<file path="src/rtl/assert_macros.svh">
// Concurrent assertion helpers
`ifndef ASSERT_MACROS_SVH
`define ASSERT_MACROS_SVH

`define ASSERT_PROP(label, clk, rst_n, prop, msg) \
	label: assert property (@(posedge clk) disable iff (!rst_n) prop) else $error(msg);

`define ASSERT_NEXT(label, clk, rst_n, pre, post, msg) \
	label: assert property (@(posedge clk) disable iff (!rst_n) (pre) |=> (post)) \
		else $error(msg);

`endif

</file>
<file path="src/rtl/mbc_pkg.sv">
package mbc_pkg;

	localparam int GRID_W       = 6;
	localparam int IDX_W        = 10;
	localparam int STORE_DEPTH  = 1024;
	localparam int CNT_W        = 11;
	localparam int ALU_W        = 11;
	localparam int PROD_W       = 12;
	localparam int COORD_W      = 7;
	localparam int DRAW_W       = 5;
	localparam int DIV_STEPS    = 10;
	localparam int STEP_W       = 4;
	localparam int DIR_CNT_W    = 3;
	localparam int APB_AW       = 3;
	localparam int APB_DW       = 32;
	localparam int MAX_ROWS_DEF = 32;
	localparam int MAX_COLS_DEF = 32;

	localparam logic [GRID_W-1:0]    GRID_RESET = GRID_W'(4);
	localparam logic [DIR_CNT_W-1:0] NBR_LAST   = DIR_CNT_W'(4);

	localparam logic OP_START = 1'b0;
	localparam logic OP_STEP  = 1'b1;

	localparam logic REG_ROWS = 1'b0;
	localparam logic REG_COLS = 1'b1;

	typedef enum logic [1:0] {
		ACT_CARVED = 2'd0,
		ACT_BACK   = 2'd1,
		ACT_DONE   = 2'd2,
		ACT_START  = 2'd3
	} action_t;

	typedef enum logic [1:0] {
		DIR_N = 2'd0,
		DIR_E = 2'd1,
		DIR_S = 2'd2,
		DIR_W = 2'd3
	} dir_t;

	typedef enum logic [2:0] {
		ST_IDLE,
		ST_CHECK,
		ST_LOAD,
		ST_DIV,
		ST_NBR,
		ST_PICK,
		ST_CLEAR,
		ST_EMIT
	} seq_state_t;

	typedef enum logic {
		ALU_ADD,
		ALU_SUB
	} alu_op_t;

	typedef struct packed {
		alu_op_t          op;
		logic [ALU_W-1:0] a;
		logic [ALU_W-1:0] b;
	} alu_req_t;

	function automatic logic [1:0] draw_mod(input logic [DRAW_W-1:0] d,
	                                        input logic [2:0] n);
		logic [2:0] s;
		logic [1:0] m3;
		logic [1:0] res;
		s = 3'(d[1:0]) + 3'(d[3:2]) + 3'(d[4]);
		case (s) inside
			3'd0, 3'd3, 3'd6: m3 = 2'd0;
			3'd1, 3'd4, 3'd7: m3 = 2'd1;
			default:          m3 = 2'd2;
		endcase
		case (n)
			3'd1:    res = 2'd0;
			3'd2:    res = {1'b0, d[0]};
			3'd3:    res = m3;
			default: res = d[1:0];
		endcase
		return res;
	endfunction

	function automatic dir_t pick_dir(input logic [3:0] open_dirs, input logic [1:0] k);
		logic [2:0] seen;
		dir_t       res;
		seen = 3'd0;
		res  = DIR_N;
		for (int i = 0; i < 4; i++) begin
			if (open_dirs[i]) begin
				if (seen == 3'(k)) begin
					res = dir_t'(2'(i));
				end
				seen = seen + 3'd1;
			end
		end
		return res;
	endfunction

endpackage

</file>
<file path="src/rtl/mbc_alu.sv">
module mbc_alu
	import mbc_pkg::*;
(
	input  alu_req_t         req,
	output logic [ALU_W-1:0] sum
);

	always_comb begin
		unique case (req.op)
			ALU_ADD: sum = req.a + req.b;
			ALU_SUB: sum = req.a - req.b;
			default: sum = req.a;
		endcase
	end

endmodule

</file>
<file path="config.mk">
export PLATFORM = sky130hd
export DESIGN_NAME = mbc_alu
export DESIGN_NICKNAME = d
export VERILOG_FILES = /design/src/rtl/assert_macros.svh /design/src/rtl/mbc_pkg.sv /design/src/rtl/mbc_alu.sv
export SDC_FILE = /design/constraint.sdc
export NUM_CORES = 1
export LEC_CHECK = 0
export ABC_AREA = 0
export BUFFER_PORTS_ARGS = -buffer_cell sky130_fd_sc_hd__buf_2
export CORE_UTILIZATION = 53
export DETAILED_ROUTE_END_ITERATION = 12
export PLACE_DENSITY = 0.95
export SKIP_LAST_GASP = 1
export SLEW_MARGIN = 20
export SYNTH_ARGS = -nofsm -noshare
export SYNTH_HDL_FRONTEND = slang
export SYNTH_SLANG_ARGS = --single-unit
</file>
<file path="constraint.sdc">
create_clock -name vclk -period 5.69
set_clock_uncertainty 0.15 [all_clocks]
set_input_delay 0.569 -clock vclk [all_inputs]
set_output_delay 0.569 -clock vclk [all_outputs]
set_load 0.01 [all_outputs]
</file>
==> run_results.csv <==
group,metric,value,unit
cts,cts_post_setup_buffers_inserted,0,
sta,max_freq,266,MHz
grt,grt_pass1_vias,705,
worst_setup_path,path_max_fanout,7,
yosys,seq_area_frac_synth,0,
worst_setup_path,cp-start-kind,"input pin",
sta,relSlewSlack,0.726,
sta,rsz0062_at_grt,"false",
cells_and_area,area_growth,25.9,%
detailed_routing,wl_per_cell,11.9,um
grt,track_usage,0.241,
yosys,ys_warn_count,0,
floorplan,dieHeight,38.2,um
detailed_routing,drt-total-wl,1.65,mm
detailed_routing,wl_met1,669,um
hold_path,hold_class,"in -> out",
detailed_routing,top_layer,"met4",
cells_and_area,nets,162,
grt,antenna_found_initial,0,
grt,gr-total-overflow,0,
job,maxCapViolCount,0,
detailed_routing,first_pass_iters,4,
floorplan,start_util,0.601,
placed_design,port_buffers,34,
detailed_routing,antenna_left,0,
cells_and_area,seq_area,0,um^2
yosys,synth_nets,128,
sta,holdWs,1.37,ns
floorplan,die_w,38.2,um
sta,finalHoldViolCount,0,
pwr,power_per_cell_area,162,mW/mm^2
cells_and_area,antenna_cells,0,
placed_design,place.gp.congestion,0.815,
yosys,avgSynthCellArea,7.55,um^2
hold_path,hold_depth,4,
sta,post-route-period-util,0.660,
detailed_routing,vias,777,
pwr,leakage,0.000445,uW
cts,holdBufCountCts,0,
sta,finalSetupTns,0,ns
floorplan,io_pins,34,
detailed_routing,route.detailed.drc,0,
worst_setup_path,cp.required,4.97,ns
cells_and_area,drive_gt1_frac,0.315,
cells_and_area,flops_and_latches,0,
worst_setup_path,path_class,"in -> out",
cts,post_cts_resized,0,
hold_path,whs_endpoint,"sum[0]",
yosys,netlist_area,694,um^2
sta,tightest_slew,0.411,ns
run_status,outcome,"finished, final reports clean",
grt,grt_max_degree,11,
detailed_routing,dr_wl_met2,835,um
placed_design,dp_hpwl,1.47,mm
floorplan,rows,12,
yosys,syn_inst,92,
worst_setup_path,end_kind,"primary output",
floorplan,die_area,0.00146,mm^2
detailed_routing,wl_met3,94,um
sta,setup_violations,0,
detailed_routing,drt_iter0_markers,7,
floorplan,core,0.00116,mm^2
pwr,ir_worst_vdd,108,uV
cells_and_area,nClkBuffers,0,
grt,grt_pass1_wl,2.62,mm
sta,layout_min_cycle_time,3.75,ns
detailed_routing,vias_per_cell,5.63,
hold_path,min-delay-start,"req[0]",
yosys,synth.distinct_cells,31,
worst_setup_path,worstPathArrival,3.04,ns
sta,slew_viol_final,0,
-- worst max-delay path, stage by stage --
cell and delay, ns:
buf_2 0.12, nor3_1 0.35, and3_1 0.27, nor2_1 0.07, xnor2_1 0.12, ha_1 0.36, and3_1 0.21, a2111oi_4 0.45
o21ai_2 0.09, a21oi_2 0.15, xnor2_1 0.12, buf_2 0.14
-- synthesized netlist by cell type --
master / number / area (um^2)
mux2i_1: 1 / 10.0
nor2_1: 8 / 30.0
a2111oi_4: 1 / 27.5
xor2_1: 5 / 43.8
a21oi_1: 11 / 55.1
a31oi_1: 2 / 12.5
nand4_1: 1 / 6.26
fa_1: 1 / 20.0
and2_1: 1 / 6.26
nor3_1: 4 / 20.0
a211oi_1: 1 / 7.51
a41oi_1: 1 / 8.76
and3_4: 1 / 11.3
and3_1: 2 / 12.5
o21ai_0: 1 / 5.00
o21ai_1: 1 / 5.00
or2_2: 1 / 6.26
nand2b_1: 3 / 18.8
a21o_1: 3 / 22.5
nand3_1: 2 / 10.0
nor4_1: 1 / 6.26
o21ai_2: 1 / 8.76
inv_1: 7 / 26.3
xnor2_1: 13 / 114
o31ai_1: 1 / 7.51
a32oi_1: 1 / 8.76
clkbuf_1: 2 / 7.51
a211o_1: 1 / 8.76
ha_1: 12 / 150
and4_1: 1 / 8.76
a21oi_2: 1 / 8.76
-- worst max path at each step --
stage,slack (ns),startpoint,end,cells past startpoint
floorplan,2.37,req[4],sum[10],10
global placement,2.07,req[4],sum[10],12
detailed placement,1.95,req[2],sum[10],12
CTS,1.95,req[2],sum[10],12
global route,1.78,req[2],sum[10],12
finish,1.94,req[2],sum[10],12
-- kinds of logic after synthesis --
family | after synthesis | synth area share
buf+inv | 9 | 0.0487
compound gates | 26 | 0.268
fa+ha+maj | 13 | 0.245
xor+xnor | 18 | 0.227
simple gates | 25 | 0.196
mux | 1 | 0.0144
-- through the flow --
step / util / worst slack [ns] / total power (uW) / instance area [um^2] / cells
after global placement: 0.756 / 2.07 / 137 / 875 / 138
after detailed placement: 0.756 / 1.95 / 141 / 875 / 138
after global routing: 0.756 / 1.78 / 156 / 875 / 138
after CTS: 0.756 / 1.95 / 142 / 875 / 138
final: 0.756 / 1.94 / 142 / 875 / 138
after floorplan: - / 2.37 / 96.6 / 694 / 92
-- layout make-up --
type,instances,area (um^2)
fillers,93,282
repair buffers,34,170
well taps,14,17.5
inverters,7,26.3
multi-input cells,83,661
-- layout by cell type (no fill, tap or decap), types with 3 or more instances in the layout --
cell type / instances
xor2_1: 5
ha_1: 12
inv_1: 7
nand2b_1: 3
nor2_1: 8
xnor2_1: 13
a21o_1: 3
nor3_1: 4
buf_2: 34
a21oi_1: 11
-- power breakdown --
part | internal [uW] | leakage, uW | switching (uW)
Clock | 0 | 0 | 0
Sequential | 0 | 0 | 0
Combinational | 65.5 | 0.000445 | 76.1
Total | 65.5 | 0.000445 | 76.1
-- metal layers --
metal	vias to the layer above	global-route usage
met1	336	0.255
met5	-	0
li1	399	-
met2	34	0.470
met3	8	0.0233
met4	0	0.0982
Note: power is estimated with default switching activity, not from simulation.
